===== src/hdl/update_image_receive_session_top_defines.svh =====
// Assertion macros shared by the update image receive session modules.
// Depends on nothing; included by files that carry concurrent assertions.
`ifndef UPDATE_IMAGE_RECEIVE_SESSION_TOP_DEFINES_SVH
`define UPDATE_IMAGE_RECEIVE_SESSION_TOP_DEFINES_SVH
// Assert that a condition implies a consequence in the same cycle.
`define UIRS_ASSERT_IMPL(label, clk, rstn, ante, cons, msg) \
    label: assert property (@(posedge clk) disable iff (!rstn) (ante) |-> (cons)) \
        else $error(msg);
// Assert that a condition implies a consequence in the next cycle.
`define UIRS_ASSERT_NEXT(label, clk, rstn, ante, cons, msg) \
    label: assert property (@(posedge clk) disable iff (!rstn) (ante) |=> (cons)) \
        else $error(msg);
`endif


===== src/hdl/uirs_pkg.sv =====
// Shared types, codes and sizing constants for the update image receive session.
// Depends on nothing; used by all modules of the block.
package uirs_pkg;

    localparam int MaxPayload  = 256;
    localparam int StartLength = 20;
    localparam int SectorBytes = 4096;
    localparam int SectorCount = 32;
    localparam int SectorShift = $clog2(SectorBytes);
    localparam int QueueDepth  = 2;

    // Command codes.
    localparam logic [3:0] CMD_HELLO   = 4'd0;
    localparam logic [3:0] CMD_QUERY   = 4'd1;
    localparam logic [3:0] CMD_STATUS  = 4'd2;
    localparam logic [3:0] CMD_START   = 4'd3;
    localparam logic [3:0] CMD_DATA    = 4'd4;
    localparam logic [3:0] CMD_FINISH  = 4'd5;
    localparam logic [3:0] CMD_ABORT   = 4'd6;
    localparam logic [3:0] CMD_RESUME  = 4'd7;
    localparam logic [3:0] CMD_INSTALL = 4'd8;
    localparam logic [3:0] CMD_CONFIRM = 4'd9;

    // Response kinds.
    localparam logic [1:0] RSP_ACK  = 2'd0;
    localparam logic [1:0] RSP_NACK = 2'd1;
    localparam logic [1:0] RSP_INFO = 2'd2;

    // Status codes.
    localparam logic [3:0] ST_OK         = 4'd0;
    localparam logic [3:0] ST_BAD_PACKET = 4'd1;
    localparam logic [3:0] ST_BAD_STATE  = 4'd2;
    localparam logic [3:0] ST_STORAGE    = 4'd3;
    localparam logic [3:0] ST_CONTAINER  = 4'd4;
    localparam logic [3:0] ST_TOO_LARGE  = 4'd5;
    localparam logic [3:0] ST_ID         = 4'd6;
    localparam logic [3:0] ST_SEQUENCE   = 4'd7;
    localparam logic [3:0] ST_OFFSET     = 4'd8;

    // Session phases.
    localparam logic [1:0] PH_IDLE      = 2'd0;
    localparam logic [1:0] PH_RECEIVING = 2'd1;
    localparam logic [1:0] PH_FAILED    = 2'd2;
    localparam logic [1:0] PH_READY     = 2'd3;

    // Configuration register indexes.
    localparam logic [1:0] CFG_STORAGE_READY = 2'd0;
    localparam logic [1:0] CFG_IMAGE_TYPE    = 2'd1;
    localparam logic [1:0] CFG_FORMAT_VER    = 2'd2;
    localparam logic [1:0] CFG_CAPACITY      = 2'd3;

    // Classified request passed from the front to the back.
    typedef struct packed {
        logic        is_info;      // hello, query or status
        logic        is_start;
        logic        is_data;
        logic        is_finish;
        logic        is_abort;
        logic        is_resume;
        logic        is_unknown;   // codes ten and above
        logic        is_install;   // install or confirm
        logic        len_zero;
        logic        len_start;    // payload length equals start length
        logic        len_data_ok;  // payload length in one..max payload
        logic [3:0]  command;
        logic [31:0] session_id;
        logic [15:0] packet_sequence;
        logic [31:0] byte_offset;
        logic [15:0] payload_bytes;
        logic [7:0]  image_kind;
        logic [15:0] format_version;
        logic [31:0] announced_size;
        logic [31:0] announced_crc;
        logic [7:0]  flash_status;
        logic        replay_matches;
        logic [31:0] computed_crc;
        logic [31:0] sector_span;  // sector bits covered by the data range
    } req_t;

    // One response.
    typedef struct packed {
        logic [1:0]  response_kind;
        logic [3:0]  status_code;
        logic [31:0] error_detail;
        logic [1:0]  session_state_out;
        logic [31:0] active_id;
        logic [17:0] next_offset;
        logic [17:0] expected_total;
        logic        capable;
        logic [31:0] erase_request;
    } rsp_t;

endpackage


===== src/hdl/uirs_front.sv =====
// Front part: accepts requests, decodes the command and computes the sector span.
// Depends on uirs_pkg.
module uirs_front (
    input  logic             aclk,
    input  logic             aresetn,
    input  logic             in_valid,
    output logic             in_ready,
    input  uirs_pkg::req_t   in_raw,
    output logic             q_valid,
    input  logic             q_ready,
    output uirs_pkg::req_t   q_data
);

    logic           valid_reg;
    logic           valid_next;
    uirs_pkg::req_t data_reg;
    uirs_pkg::req_t cls;
    logic [32:0]    last_byte;
    logic [32:0]    first_sec;
    logic [32:0]    last_sec;

    assign in_ready = !valid_reg || q_ready;

    // Decode the command and precompute length checks and sector span.
    always_comb begin
        cls             = in_raw;
        cls.is_info     = (in_raw.command == uirs_pkg::CMD_HELLO) ||
                          (in_raw.command == uirs_pkg::CMD_QUERY) ||
                          (in_raw.command == uirs_pkg::CMD_STATUS);
        cls.is_start    = in_raw.command == uirs_pkg::CMD_START;
        cls.is_data     = in_raw.command == uirs_pkg::CMD_DATA;
        cls.is_finish   = in_raw.command == uirs_pkg::CMD_FINISH;
        cls.is_abort    = in_raw.command == uirs_pkg::CMD_ABORT;
        cls.is_resume   = in_raw.command == uirs_pkg::CMD_RESUME;
        cls.is_install  = (in_raw.command == uirs_pkg::CMD_INSTALL) ||
                          (in_raw.command == uirs_pkg::CMD_CONFIRM);
        cls.is_unknown  = in_raw.command > uirs_pkg::CMD_CONFIRM;
        cls.len_zero    = in_raw.payload_bytes == 16'd0;
        cls.len_start   = in_raw.payload_bytes == 16'(uirs_pkg::StartLength);
        cls.len_data_ok = (in_raw.payload_bytes != 16'd0) &&
                          (in_raw.payload_bytes <= 16'(uirs_pkg::MaxPayload));
        last_byte = {1'b0, in_raw.byte_offset} + {17'd0, in_raw.payload_bytes} - 33'd1;
        first_sec = {1'b0, in_raw.byte_offset} >> uirs_pkg::SectorShift;
        last_sec  = last_byte >> uirs_pkg::SectorShift;
        for (int s = 0; s < 32; s++) begin
            cls.sector_span[s] = (s < uirs_pkg::SectorCount) &&
                                 (33'(s) >= first_sec) && (33'(s) <= last_sec);
        end
    end

    always_comb begin
        valid_next = valid_reg;
        if (in_valid && in_ready) begin
            valid_next = 1'b1;
        end else if (q_ready) begin
            valid_next = 1'b0;
        end
    end

    // Control register.
    always_ff @(posedge aclk) begin
        if (!aresetn) begin
            valid_reg <= 1'b0;
        end else begin
            valid_reg <= valid_next;
        end
    end

    // Payload register.
    always_ff @(posedge aclk) begin
        if (in_valid && in_ready) begin
            data_reg <= cls;
        end
    end

    assign q_valid = valid_reg;
    assign q_data  = data_reg;

endmodule


===== src/hdl/uirs_queue.sv =====
// Short queue between the front and back parts of the session block.
// Depends on uirs_pkg.
module uirs_queue (
    input  logic             aclk,
    input  logic             aresetn,
    input  logic             wr_valid,
    output logic             wr_ready,
    input  uirs_pkg::req_t   wr_data,
    output logic             rd_valid,
    input  logic             rd_ready,
    output uirs_pkg::req_t   rd_data
);

    localparam int PtrW = $clog2(uirs_pkg::QueueDepth);

    uirs_pkg::req_t       mem [uirs_pkg::QueueDepth];
    logic [PtrW-1:0]      wptr_reg, wptr_next;
    logic [PtrW-1:0]      rptr_reg, rptr_next;
    logic [PtrW:0]        count_reg, count_next;
    logic                 do_wr, do_rd;

    assign wr_ready = count_reg != (PtrW+1)'(uirs_pkg::QueueDepth);
    assign rd_valid = count_reg != '0;
    assign rd_data  = mem[rptr_reg];
    assign do_wr    = wr_valid && wr_ready;
    assign do_rd    = rd_valid && rd_ready;

    // Pointer and count updates.
    always_comb begin
        wptr_next  = do_wr ? PtrW'((wptr_reg + 1'b1) % uirs_pkg::QueueDepth) : wptr_reg;
        rptr_next  = do_rd ? PtrW'((rptr_reg + 1'b1) % uirs_pkg::QueueDepth) : rptr_reg;
        count_next = count_reg + (PtrW+1)'(do_wr) - (PtrW+1)'(do_rd);
    end

    always_ff @(posedge aclk) begin
        if (!aresetn) begin
            wptr_reg  <= '0;
            rptr_reg  <= '0;
            count_reg <= '0;
        end else begin
            wptr_reg  <= wptr_next;
            rptr_reg  <= rptr_next;
            count_reg <= count_next;
        end
    end

    // Storage.
    always_ff @(posedge aclk) begin
        if (do_wr) begin
            mem[wptr_reg] <= wr_data;
        end
    end

endmodule


===== src/hdl/uirs_back.sv =====
// Back part: checks each request against the session and updates the session.
// Depends on uirs_pkg and the assertion macros header.
`include "update_image_receive_session_top_defines.svh"
module uirs_back (
    input  logic             aclk,
    input  logic             aresetn,
    input  logic             cfg_we,
    input  logic [1:0]       cfg_index,
    input  logic [17:0]      cfg_wdata,
    input  logic             q_valid,
    output logic             q_ready,
    input  uirs_pkg::req_t   q_data,
    output logic             out_valid,
    input  logic             out_ready,
    output uirs_pkg::rsp_t   out_data
);

    // Configuration.
    logic        storage_ready_reg;
    logic [7:0]  image_type_reg;
    logic [15:0] format_ver_reg;
    logic [17:0] capacity_reg;

    // Session state.
    logic [1:0]  phase_reg, phase_next;
    logic [31:0] current_id_reg, current_id_next;
    logic [17:0] total_size_reg, total_size_next;
    logic [17:0] received_reg, received_next;
    logic [31:0] target_crc_reg, target_crc_next;
    logic [31:0] erased_map_reg, erased_map_next;
    logic [15:0] wanted_seq_reg, wanted_seq_next;
    logic        replay_valid_reg, replay_valid_next;
    logic [17:0] replay_offset_reg, replay_offset_next;
    logic [15:0] replay_seq_reg, replay_seq_next;
    logic [8:0]  replay_len_reg, replay_len_next;

    logic           out_valid_reg, out_valid_next;
    uirs_pkg::rsp_t out_data_reg, rsp;
    logic           take;
    logic [1:0]     kind;
    logic [3:0]     status;
    logic [31:0]    detail;
    logic [31:0]    erase;
    logic [17:0]    remaining;
    logic           replay_hit;
    uirs_pkg::req_t r;

    assign q_ready = !out_valid_reg || out_ready;
    assign take    = q_valid && q_ready;
    assign r       = q_data;

    // Configuration writes.
    always_ff @(posedge aclk) begin
        if (!aresetn) begin
            storage_ready_reg <= 1'b0;
            image_type_reg    <= 8'd0;
            format_ver_reg    <= 16'd1;
            capacity_reg      <= 18'd131072;
        end else if (cfg_we) begin
            unique case (cfg_index)
                uirs_pkg::CFG_STORAGE_READY: storage_ready_reg <= cfg_wdata[0];
                uirs_pkg::CFG_IMAGE_TYPE:    image_type_reg    <= cfg_wdata[7:0];
                uirs_pkg::CFG_FORMAT_VER:    format_ver_reg    <= cfg_wdata[15:0];
                uirs_pkg::CFG_CAPACITY:      capacity_reg      <= cfg_wdata;
                default: ;
            endcase
        end
    end

    // Request checks and session update.
    always_comb begin
        phase_next         = phase_reg;
        current_id_next    = current_id_reg;
        total_size_next    = total_size_reg;
        received_next      = received_reg;
        target_crc_next    = target_crc_reg;
        erased_map_next    = erased_map_reg;
        wanted_seq_next    = wanted_seq_reg;
        replay_valid_next  = replay_valid_reg;
        replay_offset_next = replay_offset_reg;
        replay_seq_next    = replay_seq_reg;
        replay_len_next    = replay_len_reg;
        kind   = uirs_pkg::RSP_NACK;
        status = uirs_pkg::ST_BAD_PACKET;
        detail = 32'd0;
        erase  = 32'd0;
        remaining  = (total_size_reg > received_reg) ? total_size_reg - received_reg : 18'd0;
        replay_hit = replay_valid_reg && (r.packet_sequence == replay_seq_reg) &&
                     (r.byte_offset == {14'd0, replay_offset_reg}) &&
                     (r.payload_bytes == {7'd0, replay_len_reg});
        priority if (r.is_info) begin
            if (r.len_zero) begin
                kind   = uirs_pkg::RSP_INFO;
                status = uirs_pkg::ST_OK;
            end
        end else if (r.is_start) begin
            priority if (!r.len_start) begin
                status = uirs_pkg::ST_BAD_PACKET;
            end else if (phase_reg == uirs_pkg::PH_READY) begin
                status = uirs_pkg::ST_BAD_STATE;
            end else if (!storage_ready_reg) begin
                status = uirs_pkg::ST_STORAGE;
                detail = {24'd0, r.flash_status};
            end else if (r.session_id == 32'd0) begin
                status = uirs_pkg::ST_BAD_PACKET;
            end else if (r.image_kind != image_type_reg) begin
                status = uirs_pkg::ST_BAD_PACKET;
                detail = {24'd0, r.image_kind};
            end else if (r.format_version != format_ver_reg) begin
                status = uirs_pkg::ST_CONTAINER;
                detail = {16'd0, r.format_version};
            end else if ((r.announced_size == 32'd0) ||
                         (r.announced_size > {14'd0, capacity_reg})) begin
                status = uirs_pkg::ST_TOO_LARGE;
                detail = r.announced_size;
            end else begin
                kind              = uirs_pkg::RSP_ACK;
                status            = uirs_pkg::ST_OK;
                phase_next        = uirs_pkg::PH_RECEIVING;
                current_id_next   = r.session_id;
                total_size_next   = r.announced_size[17:0];
                received_next     = 18'd0;
                target_crc_next   = r.announced_crc;
                erased_map_next   = 32'd0;
                wanted_seq_next   = 16'd0;
                replay_valid_next = 1'b0;
            end
        end else if (r.is_data) begin
            priority if (phase_reg != uirs_pkg::PH_RECEIVING) begin
                status = uirs_pkg::ST_BAD_STATE;
            end else if (r.session_id != current_id_reg) begin
                status = uirs_pkg::ST_ID;
            end else if (!r.len_data_ok) begin
                status = uirs_pkg::ST_BAD_PACKET;
            end else if (replay_hit) begin
                if (r.replay_matches) begin
                    kind   = uirs_pkg::RSP_ACK;
                    status = uirs_pkg::ST_OK;
                end else begin
                    status = uirs_pkg::ST_OFFSET;
                    detail = r.byte_offset;
                end
            end else if (r.packet_sequence != wanted_seq_reg) begin
                status = uirs_pkg::ST_SEQUENCE;
                detail = {16'd0, wanted_seq_reg};
            end else if (r.byte_offset != {14'd0, received_reg}) begin
                status = uirs_pkg::ST_OFFSET;
                detail = {14'd0, received_reg};
            end else if ({2'd0, r.payload_bytes} > remaining) begin
                status = uirs_pkg::ST_OFFSET;
                detail = {14'd0, total_size_reg};
            end else if (r.flash_status != 8'd0) begin
                status = uirs_pkg::ST_STORAGE;
                detail = {24'd0, r.flash_status};
            end else begin
                kind               = uirs_pkg::RSP_ACK;
                status             = uirs_pkg::ST_OK;
                erase              = r.sector_span & ~erased_map_reg;
                erased_map_next    = erased_map_reg | r.sector_span;
                replay_valid_next  = 1'b1;
                replay_offset_next = r.byte_offset[17:0];
                replay_seq_next    = r.packet_sequence;
                replay_len_next    = r.payload_bytes[8:0];
                received_next      = received_reg + {2'd0, r.payload_bytes};
                wanted_seq_next    = wanted_seq_reg + 16'd1;
            end
        end else if (r.is_finish) begin
            priority if (!r.len_zero) begin
                status = uirs_pkg::ST_BAD_PACKET;
            end else if ((phase_reg == uirs_pkg::PH_READY) &&
                         (r.session_id == current_id_reg) &&
                         (received_reg == total_size_reg)) begin
                kind   = uirs_pkg::RSP_ACK;
                status = uirs_pkg::ST_OK;
            end else if (phase_reg != uirs_pkg::PH_RECEIVING) begin
                status = uirs_pkg::ST_BAD_STATE;
            end else if (r.session_id != current_id_reg) begin
                status = uirs_pkg::ST_ID;
            end else if (received_reg != total_size_reg) begin
                status = uirs_pkg::ST_OFFSET;
                detail = {14'd0, received_reg};
            end else if (r.flash_status != 8'd0) begin
                status = uirs_pkg::ST_STORAGE;
                detail = {24'd0, r.flash_status};
            end else if (r.computed_crc != target_crc_reg) begin
                status     = uirs_pkg::ST_CONTAINER;
                detail     = r.computed_crc;
                phase_next = uirs_pkg::PH_FAILED;
            end else begin
                kind       = uirs_pkg::RSP_ACK;
                status     = uirs_pkg::ST_OK;
                phase_next = uirs_pkg::PH_READY;
            end
        end else if (r.is_abort) begin
            if (r.len_zero) begin
                kind               = uirs_pkg::RSP_ACK;
                status             = uirs_pkg::ST_OK;
                phase_next         = uirs_pkg::PH_IDLE;
                current_id_next    = 32'd0;
                total_size_next    = 18'd0;
                received_next      = 18'd0;
                target_crc_next    = 32'd0;
                erased_map_next    = 32'd0;
                wanted_seq_next    = 16'd0;
                replay_valid_next  = 1'b0;
                replay_offset_next = 18'd0;
                replay_seq_next    = 16'd0;
                replay_len_next    = 9'd0;
            end
        end else if (r.is_resume) begin
            priority if (!r.len_zero) begin
                status = uirs_pkg::ST_BAD_PACKET;
            end else if (phase_reg != uirs_pkg::PH_RECEIVING) begin
                status = uirs_pkg::ST_BAD_STATE;
            end else if (r.session_id != current_id_reg) begin
                status = uirs_pkg::ST_ID;
            end else begin
                kind   = uirs_pkg::RSP_ACK;
                status = uirs_pkg::ST_OK;
            end
        end else if (r.is_install) begin
            status = uirs_pkg::ST_BAD_STATE;
        end else begin
            status = uirs_pkg::ST_BAD_PACKET;
            detail = {28'd0, r.command};
        end
        rsp.response_kind     = kind;
        rsp.status_code       = status;
        rsp.error_detail      = detail;
        rsp.session_state_out = phase_next;
        rsp.active_id         = current_id_next;
        rsp.next_offset       = received_next;
        rsp.expected_total    = total_size_next;
        rsp.capable           = storage_ready_reg;
        rsp.erase_request     = erase;
    end

    always_comb begin
        out_valid_next = out_valid_reg;
        if (take) begin
            out_valid_next = 1'b1;
        end else if (out_ready) begin
            out_valid_next = 1'b0;
        end
    end

    // Session registers commit only when a request is taken.
    always_ff @(posedge aclk) begin
        if (!aresetn) begin
            phase_reg         <= uirs_pkg::PH_IDLE;
            current_id_reg    <= 32'd0;
            total_size_reg    <= 18'd0;
            received_reg      <= 18'd0;
            target_crc_reg    <= 32'd0;
            erased_map_reg    <= 32'd0;
            wanted_seq_reg    <= 16'd0;
            replay_valid_reg  <= 1'b0;
            replay_offset_reg <= 18'd0;
            replay_seq_reg    <= 16'd0;
            replay_len_reg    <= 9'd0;
            out_valid_reg     <= 1'b0;
        end else begin
            out_valid_reg <= out_valid_next;
            if (take) begin
                phase_reg         <= phase_next;
                current_id_reg    <= current_id_next;
                total_size_reg    <= total_size_next;
                received_reg      <= received_next;
                target_crc_reg    <= target_crc_next;
                erased_map_reg    <= erased_map_next;
                wanted_seq_reg    <= wanted_seq_next;
                replay_valid_reg  <= replay_valid_next;
                replay_offset_reg <= replay_offset_next;
                replay_seq_reg    <= replay_seq_next;
                replay_len_reg    <= replay_len_next;
            end
        end
    end

    // Output payload register.
    always_ff @(posedge aclk) begin
        if (take) begin
            out_data_reg <= rsp;
        end
    end

    assign out_valid = out_valid_reg;
    assign out_data  = out_data_reg;

    // A pending response holds while the receiver stalls.
    `UIRS_ASSERT_NEXT(a_rsp_hold, aclk, aresetn, out_valid_reg && !out_ready,
        out_valid_reg && $stable(out_data_reg), "response changed while stalled")
    // Erase bits are only given on an acked data request.
    `UIRS_ASSERT_IMPL(a_erase_ack, aclk, aresetn, take && (erase != 32'd0),
        r.is_data && (kind == uirs_pkg::RSP_ACK), "erase outside data ack")
    // The erased map never loses bits on a data request.
    `UIRS_ASSERT_NEXT(a_map_grow, aclk, aresetn,
        take && r.is_data,
        (erased_map_reg & $past(erased_map_reg)) == $past(erased_map_reg),
        "erased map lost bits on data")

endmodule


===== src/hdl/update_image_receive_session_top.sv =====
// Top level of the update image receive session block.
// Depends on uirs_pkg, uirs_front, uirs_queue and uirs_back.
//
// Usage: one request per decoded command packet enters on the s_ channel
// (valid/ready) with the outcome of its flash work; exactly one response
// leaves on the m_ channel (valid/ready) carrying ack/nack/info, status,
// detail, the session fields after the request and the sector erase mask.
// A request passes the decode register, the two-entry queue and the
// response register. Throughput is one request per cycle while the
// receiver does not stall; the session check-and-update step in the back
// part is combinational. The user must write configuration registers
// through cfg_we/cfg_index/cfg_wdata only while the block is idle; the
// block does not enforce this. Reset clears the session to idle and the
// registers to their defaults. When the receiver stalls, the response
// register holds, the queue fills and then s_ready drops; nothing is lost.
module update_image_receive_session_top (
    input  logic        aclk,
    input  logic        aresetn,
    input  logic        cfg_we,
    input  logic [1:0]  cfg_index,
    input  logic [17:0] cfg_wdata,
    input  logic        s_valid,
    output logic        s_ready,
    input  logic [3:0]  s_command,
    input  logic [31:0] s_session_id,
    input  logic [15:0] s_packet_sequence,
    input  logic [31:0] s_byte_offset,
    input  logic [15:0] s_payload_bytes,
    input  logic [7:0]  s_image_kind,
    input  logic [15:0] s_format_version,
    input  logic [31:0] s_announced_size,
    input  logic [31:0] s_announced_crc,
    input  logic [7:0]  s_flash_status,
    input  logic        s_replay_matches,
    input  logic [31:0] s_computed_crc,
    output logic        m_valid,
    input  logic        m_ready,
    output logic [1:0]  m_response_kind,
    output logic [3:0]  m_status_code,
    output logic [31:0] m_error_detail,
    output logic [1:0]  m_session_state_out,
    output logic [31:0] m_active_id,
    output logic [17:0] m_next_offset,
    output logic [17:0] m_expected_total,
    output logic        m_capable,
    output logic [31:0] m_erase_request
);

    uirs_pkg::req_t raw, f_data, b_data;
    uirs_pkg::rsp_t rsp;
    logic           f_valid, f_ready, b_valid, b_ready;

    // Gather the request fields; the front fills in the decode.
    always_comb begin
        raw                 = '0;
        raw.command         = s_command;
        raw.session_id      = s_session_id;
        raw.packet_sequence = s_packet_sequence;
        raw.byte_offset     = s_byte_offset;
        raw.payload_bytes   = s_payload_bytes;
        raw.image_kind      = s_image_kind;
        raw.format_version  = s_format_version;
        raw.announced_size  = s_announced_size;
        raw.announced_crc   = s_announced_crc;
        raw.flash_status    = s_flash_status;
        raw.replay_matches  = s_replay_matches;
        raw.computed_crc    = s_computed_crc;
    end

    uirs_front u_front (
        .aclk(aclk), .aresetn(aresetn),
        .in_valid(s_valid), .in_ready(s_ready), .in_raw(raw),
        .q_valid(f_valid), .q_ready(f_ready), .q_data(f_data)
    );

    uirs_queue u_queue (
        .aclk(aclk), .aresetn(aresetn),
        .wr_valid(f_valid), .wr_ready(f_ready), .wr_data(f_data),
        .rd_valid(b_valid), .rd_ready(b_ready), .rd_data(b_data)
    );

    uirs_back u_back (
        .aclk(aclk), .aresetn(aresetn),
        .cfg_we(cfg_we), .cfg_index(cfg_index), .cfg_wdata(cfg_wdata),
        .q_valid(b_valid), .q_ready(b_ready), .q_data(b_data),
        .out_valid(m_valid), .out_ready(m_ready), .out_data(rsp)
    );

    assign m_response_kind     = rsp.response_kind;
    assign m_status_code       = rsp.status_code;
    assign m_error_detail      = rsp.error_detail;
    assign m_session_state_out = rsp.session_state_out;
    assign m_active_id         = rsp.active_id;
    assign m_next_offset       = rsp.next_offset;
    assign m_expected_total    = rsp.expected_total;
    assign m_capable           = rsp.capable;
    assign m_erase_request     = rsp.erase_request;

endmodule

===== config.mk =====
export PLATFORM = sky130hd
export DESIGN_NAME = update_image_receive_session_top
export DESIGN_NICKNAME = d
export VERILOG_FILES = /design/src/hdl/uirs_pkg.sv /design/src/hdl/uirs_front.sv /design/src/hdl/uirs_queue.sv /design/src/hdl/uirs_back.sv /design/src/hdl/update_image_receive_session_top.sv
export VERILOG_INCLUDE_DIRS = /design/src /design/src/hdl
export SDC_FILE = /design/constraint.sdc
export NUM_CORES = 2
export LEC_CHECK = 0
export BUFFER_PORTS_ARGS = -buffer_cell sky130_fd_sc_hd__buf_2
export CELL_PAD_IN_SITES_DETAIL_PLACEMENT = 1
export CELL_PAD_IN_SITES_GLOBAL_PLACEMENT = 1
export CORE_MARGIN = 1
export CORE_UTILIZATION = 50
export DETAILED_ROUTE_END_ITERATION = 12
export GPL_ROUTABILITY_DRIVEN = 0
export PLACE_DENSITY = 0.9
export SYNTH_ARGS = -nofsm -noshare
export SYNTH_HDL_FRONTEND = slang
export SYNTH_SLANG_ARGS = --single-unit

===== constraint.sdc =====
create_clock -name aclk -period 20 [get_ports aclk]
set_clock_uncertainty 0.2 [all_clocks]
set_input_delay 1 -clock aclk [delete_from_list [all_inputs] [get_ports aclk]]
set_output_delay 1 -clock aclk [all_outputs]
set_load 0.1 [all_outputs]

======== Yosys cells after proc, flatten, opt, wreduce, memory -nomap -nowiden ========
Memories as Yosys holds them, arrays and structs flattened. A register that Yosys moved wholly into a read port is not among the register bits.
Cells that the tools add are included.
word-level totals
  memories ................................ 1
  output and inout port bits .............. 143
  memory bits (read-only) ................. 0
  register bits ........................... 656
  logic and storage cells ................. 542
  input bits .............................. 254
  memory bits (writable) .................. 544
  bits in latches ......................... 0
cells by class
  shift operators ......................... 0
  add/sub/neg operators ................... 9
  reductions and logical operators ........ 73
  divide/modulo/power cells ............... 0
  eq/ne operators ......................... 55
  multiplexer cells ....................... 275
  multipliers ............................. 0
  order comparisons ....................... 69
  bitwise operators ....................... 7
memories
  name         words  bits a word  read ports  clocked after memory_dff  write ports  RTL line          source
  u_queue.mem  2      272          1           1                         1            uirs_queue.sv:16  uirs_pkg::req_t mem [uirs_pkg::QueueDepth];
operators with widths
  cell                                                 count
  2-to-1 mux 32 bit                                    69
  2-to-1 mux 18 bit                                    47
  2-to-1 mux 16 bit                                    29
  <= comparator 5 x 21 -> 1 bit, first input constant  16
  >= comparator 5 x 20 -> 1 bit, first input constant  16
  <= comparator 4 x 21 -> 1 bit, first input constant  8
  >= comparator 4 x 20 -> 1 bit, first input constant  8
  2-to-1 mux 4 bit                                     29
  2-to-1 mux 9 bit                                     12
  2-to-1 mux 2 bit                                     49
  <= comparator 3 x 21 -> 1 bit, first input constant  4
  >= comparator 3 x 20 -> 1 bit, first input constant  4
  zero test 32 bit                                     2
  inequality test 32 bit                               2
  <= comparator 1 x 21 -> 1 bit, first input constant  2
  <= comparator 2 x 21 -> 1 bit, first input constant  2
  logical AND 1 bit                                    41
  >= comparator 1 x 20 -> 1 bit, first input constant  2
  >= comparator 2 x 20 -> 1 bit, first input constant  2
  2-to-1 mux 1 bit                                     36
  adder 32 x 16 -> 33 bit                              1
  subtractor 33 x 1 -> 33 bit, second input constant   1
  AND 32 bit                                           1
  equality test 32 x 18 -> 1 bit                       1
  other kinds (49)                                     104

======== Logic depth before layout (Yosys ltp) ========
  word-level depth ........................ 13
  depth in mapped cells ................... 24
  mapped depth without buffers ............ 21

======== By module ========
Synthesis repeated with hierarchy kept, for this count alone.
unflattened totals
  cells, all modules ...................... 3990
  area, all modules ....................... 52877.0 um2
by module, submodules not included
  module                            area an instance (um2)  cells each  seq. area each (um2)  instances
  uirs_back                         20907.6                 2267        8998.6                1
  uirs_queue                        20195.6                 875         16435.8               1
  uirs_front                        11770.0                 847         8187.9                1
  update_image_receive_session_top  3.8                     1           0.0                   1

======== Least setup slack after synthesis ========
OpenSTA, ideal clock, no wires.
  kind .................................... flip-flop to flip-flop
  start point ............................. register u_queue.count_reg[0]
  end point ............................... register u_front.data_reg (netlist bit u_front.q_data[0]), enable pin
  stages on the path, launching flop included .. 3
  library setup time ...................... 1.066 ns
  clock period less this slack ............ 16.240 ns
  setup slack ............................. 3.760 ns
  arrival time ............................ 14.974 ns
  data required time ...................... 18.734 ns
  path buffers ............................ 0
  cell sequence ........................... dfxtp_1 inv_1 a31oi_1
between the ends
  cells in the longest elaborated chain, start to end .. 3
RTL lines
  what                    RTL line          source
  start, declared         uirs_queue.sv:19  logic [PtrW:0] count_reg, count_next;
  start signal, assigned  uirs_queue.sv:43  count_reg <= count_next;
  inequality test 2 bit   uirs_queue.sv:22  assign wr_ready = count_reg != (PtrW+1)'(uirs_pkg::QueueDepth);
  logical OR 1 bit        uirs_front.sv:22  assign in_ready = !valid_reg || q_ready;
  logical AND 1 bit       uirs_front.sv:71  if (in_valid && in_ready) begin
  end signal, assigned    uirs_front.sv:72  data_reg <= cls;
  end, declared           uirs_front.sv:16  uirs_pkg::req_t data_reg;
No other way between the ends.
A chain may end at the register's enable or synchronous reset.

======== Final worst setup path ========
  start point ............................. register u_back.received_reg[10]
  end point ............................... register u_back.replay_len_reg[0]
between the ends
  cells in the longest elaborated chain, start to end .. 5
  elaborated cells on any way between the ends .. 8
  those cells by class .................... add/sub: 1; order compare: 2; eq/ne: 3; mux: 1; reduce/logical: 1
RTL lines
  what                                                                 RTL line          source
  start, declared                                                      uirs_back.sv:28   logic [17:0] received_reg, received_next;
  start signal, assigned                                               uirs_back.sv:268  received_reg <= received_next;
  subtractor 18 bit or greater-than comparator 18 bit (tied branches)  uirs_back.sv:87   remaining = (total_size_reg > received_reg) ? total_size_reg - received_reg : 18'd0;
  2-to-1 mux 18 bit                                                    uirs_back.sv:87
  greater-than comparator 16 x 18 -> 1 bit                             uirs_back.sv:149  end else if ({2'd0, r.payload_bytes} > remaining) begin
  inequality test 2 bit (no line)                                      --
  AND reduction 14 bit (no line) (*)                                   --
  end signal, assigned                                                 uirs_back.sv:275  replay_len_reg <= replay_len_next;
  end, declared                                                        uirs_back.sv:35   logic [8:0] replay_len_reg, replay_len_next;
Mark *: on every way between the ends. The rest lies on a longest branch, timed or not.

==> out/summary.txt <==
=================================================================================
Setup slack after placement                                              12.87 ns
Warnings, synthesis                                                             0
Mapped Cells                                                                3,997
TritonRoute pass-1 iters                                                        8
Post-Syn Area                                                        52,100 sq um
Master cell of the clock root buffer                                 sky130_fd_sc_hd__clkbuf_16
H-tree depth                                                                    3
Clock tree from TritonCTS                                                    done
Tightest Pin Transition                                                   1.45 ns
Flip-flop count of the largest register after layout                          542
Req. time, crit path                                                     20.45 ns
Outcome                                                              finished, violations left
Cell types occupying the most area after synthesis                   sky130_fd_sc_hd__edfxtp_1, sky130_fd_sc_hd__dfxtp_1, sky130_fd_sc_hd__mux2i_1
Fin worst setup slack                                                    12.20 ns
Half-perimeter wire length after detailed placement                        120 mm
Worst voltage drop across the vdd grid                                 0.000115 V
Number of ports placed on the die boundary                                    397
Antenna Nets Post-Route                                                         0
Horizontal die dimension                                              325 microns
Mapped Nets                                                                 4,384
Post-synth EDFFs                                                              954
Maximum clock rate                                                        128 MHz
Source-to-sink clock delay at the later pin of the worst-skew pair        0.74 ns
R2R depth                                                                      20
Vias per std cell                                                            6.40
Violated checks                                                      capacitance limit
Number of hold-repair buffers added at the cts stage                            0
Filler cell count in the final layout                                       10.3k
Share of cells above drive strength 1                                       0.176
Crit-path max FO                                                               33
Met2 wirelength from detailed routing                                     85.0 mm
Post-CTS Resized                                                                0
Height of the die                                                     325 microns
Commonest register cell after synthesis                              sky130_fd_sc_hd__edfxtp_1
GRT overflow                                                                    0
Total met3 wirelength after detailed routing                              16.4 mm
Type of the worst setup path                                              reg2reg
Clk slew on worst S/H paths                                               0.06 ns
Sequential cell area fraction in the yosys report                           0.644
Launching element type of the critical path                              register
CTS max path bufs                                                               3
Total Routed Length                                                        179 mm
Number of placed instances, taps included                                   5,636
Hold path depth                                                                 0
Leakage Power                                                             20.9 nW
Number of sinks handled by clock tree synthesis                             1,198
Post-layout total power                                                   7.71 mW
Share of the synthesized area in the top cell type                          0.550
Layout Area Growth over Synthesis                                           14.1%
DR iter-0 viols                                                             4,481
Setup TNS                                                                    0 ns
Final number of max-transition violations                                       0
Number of non-filler instances in the completed layout                      5,887
Worst slew margin relative to its limit                                    0.0247
FF+latch count, synth                                                       1,198
Final worst path period need                                              7.80 ns
Number of clock buffers inserted by TritonCTS                                 119
Via total after detailed routing                                            37.7k
Top Metal Used                                                               met5
RSZ-0062 raised after global routing                                        false
Total of max-cap violations                                                     1
Wl on met1                                                                65.3 mm
Arr. time, crit path                                                      8.25 ns
Via count of the first global-routing pass                                  39.4k
DRC violations left                                                             0
Setup-violating endpoint count in the final report                              0
GRT Total Usage                                                             0.329
Hold violation count in the final report                                        0
Rows                                                                          117
Share of synthesized registers carrying an async set or reset                   0
Total core area                                                      102,000 sq um
Final-layout worst hold slack                                            0.235 ns
Buffers added on ports                                                        396
Initial antenna violation count                                                38
Average routed wire per standard cell                                30.4 microns
Syn avg cell area                                                      13.0 sq um
Post-CTS Setup Bufs                                                             0
Area of the die                                                      105,000 sq um
First-pass GRT wire length                                                 259 mm
Final period utilization                                                    0.390
Final Net Count                                                             4,777
Critical Path End Type                                                   register
Initial core utilization                                                    0.508
Pin count of the biggest net entering global routing                          130
PD cells                                                              130 nW/um^2
Post-synthesis cell type count                                                100
Hold Path Class                                                           reg2reg
Cell type with the largest total area after synthesis                sky130_fd_sc_hd__edfxtp_1
=================================================================================
==> metal layers <==
layer / global-route usage / up-vias
li1: - / 15735
met2: 0.542 / 2333
met4: 0.181 / 32
met1: 0.402 / 18865
met3: 0.0716 / 702
met5: 0 / -
==> through the flow <==
stage | util | area [sq um]
after global routing | 0.579 | 59400
final | 0.579 | 59400
after CTS | 0.579 | 59300
after floorplan | - | 52100
after global placement | 0.541 | 55400
after detailed placement | 0.541 | 55400
==> report_power, final <==
part | internal (mW) | switching [mW] | total (mW)
combinational | 0.526 | 1.71 | 2.24
sequential | 3.00 | 0.184 | 3.18
clock | 1.29 | 0.994 | 2.28
total | 4.82 | 2.89 | 7.71
==> cell usage after synthesis, types with 52 or more instances <==
cell	n
sky130_fd_sc_hd__clkbuf_1	109
sky130_fd_sc_hd__a21oi_1	255
sky130_fd_sc_hd__nor2b_1	129
sky130_fd_sc_hd__xor2_1	52
sky130_fd_sc_hd__edfxtp_1	954
sky130_fd_sc_hd__nor2_1	199
sky130_fd_sc_hd__ha_1	131
sky130_fd_sc_hd__nor4_1	101
sky130_fd_sc_hd__mux2_2	103
sky130_fd_sc_hd__and2_1	56
sky130_fd_sc_hd__xnor2_1	153
sky130_fd_sc_hd__inv_1	151
sky130_fd_sc_hd__mux2i_1	166
sky130_fd_sc_hd__dfxtp_1	244
sky130_fd_sc_hd__nand2_1	292
sky130_fd_sc_hd__o21ai_0	148
==> placed cells by master, fill, tap and decap left out, types with 32 or more instances in the layout <==
| master | instances |
|---|---|
| sky130_fd_sc_hd__a22oi_1 | 45 |
| sky130_fd_sc_hd__mux2i_1 | 166 |
| sky130_fd_sc_hd__xnor2_1 | 153 |
| sky130_fd_sc_hd__nor2_1 | 196 |
| sky130_fd_sc_hd__a31oi_1 | 33 |
| sky130_fd_sc_hd__ha_1 | 131 |
| sky130_fd_sc_hd__dfxtp_1 | 243 |
| sky130_fd_sc_hd__nand4_1 | 46 |
| sky130_fd_sc_hd__nor4_1 | 100 |
| sky130_fd_sc_hd__xor2_1 | 52 |
| sky130_fd_sc_hd__nor2b_1 | 129 |
| sky130_fd_sc_hd__a22o_1 | 38 |
| sky130_fd_sc_hd__mux2_2 | 103 |
| sky130_fd_sc_hd__buf_4 | 45 |
| sky130_fd_sc_hd__and2_1 | 56 |
| sky130_fd_sc_hd__buf_2 | 395 |
| sky130_fd_sc_hd__clkbuf_1 | 32 |
| sky130_fd_sc_hd__edfxtp_1 | 954 |
| sky130_fd_sc_hd__a21oi_1 | 255 |
| sky130_fd_sc_hd__nor3_1 | 46 |
| sky130_fd_sc_hd__nor3b_1 | 42 |
| sky130_fd_sc_hd__o21ai_0 | 148 |
| sky130_fd_sc_hd__clkbuf_16 | 120 |
| sky130_fd_sc_hd__inv_1 | 151 |
| sky130_fd_sc_hd__a21boi_0 | 38 |
| sky130_fd_sc_hd__nand2_1 | 292 |
| sky130_fd_sc_hd__nand3_1 | 49 |
==> area by class of cell <==
class,instances,area [sq um],area share
sequential,1198,33500,0.565
timing repair buffer,441,2330,0.0393
tap,1368,1710,0.0288
inverter,154,578,0.00973
antenna,26,65.1,0.00110
clock inverter,60,623,0.0105
multi-input combinational,2476,17200,0.290
clock buffer,164,3290,0.0554
==> final timing paths <==
kind                           start                  endpoint  slack [ns]
min              u_front.q_data[210]       u_queue.mem[1][210]        0.23
max          u_back.received_reg[10]  u_back.replay_len_reg[0]       12.20
min reg2reg      u_front.q_data[210]       u_queue.mem[1][210]        0.23
max reg2reg  u_back.received_reg[10]  u_back.replay_len_reg[0]       12.20
==> cells by family after synthesis <==
family / Yosys count / synth area share
buffers and inverters: 323 / 0.0266
adders and majority gates: 133 / 0.0323
muxes: 290 / 0.0597
DFF: 1198 / 0.644
xor gates and xnor gates: 205 / 0.0345
AOI/OAI and AO/OA: 777 / 0.0958
and+or+nand+nor: 1071 / 0.107
==> critical path: stages (launching register included) <==
cell and delay [ns]:
sky130_fd_sc_hd__dfxtp_1 0.70, sky130_fd_sc_hd__inv_1 0.25, sky130_fd_sc_hd__ha_1 0.45, sky130_fd_sc_hd__nand3_1 0.18, sky130_fd_sc_hd__nor2_1 0.11, sky130_fd_sc_hd__nand3_1 0.55
sky130_fd_sc_hd__o21ai_0 0.29, sky130_fd_sc_hd__a21oi_1 0.92, sky130_fd_sc_hd__nand2_1 0.23, sky130_fd_sc_hd__ha_1 0.38, sky130_fd_sc_hd__a21o_1 0.20, sky130_fd_sc_hd__a21oi_1 0.22
sky130_fd_sc_hd__o221ai_1 0.16, sky130_fd_sc_hd__a211oi_1 0.37, sky130_fd_sc_hd__o21a_1 0.18, sky130_fd_sc_hd__a211o_1 0.36, sky130_fd_sc_hd__o2111ai_4 0.16, sky130_fd_sc_hd__buf_4 0.31
sky130_fd_sc_hd__nor3_2 0.99, sky130_fd_sc_hd__a22oi_1 0.23, sky130_fd_sc_hd__nor2b_1 0.23
Note: power is estimated with default switching activity, not from simulation.
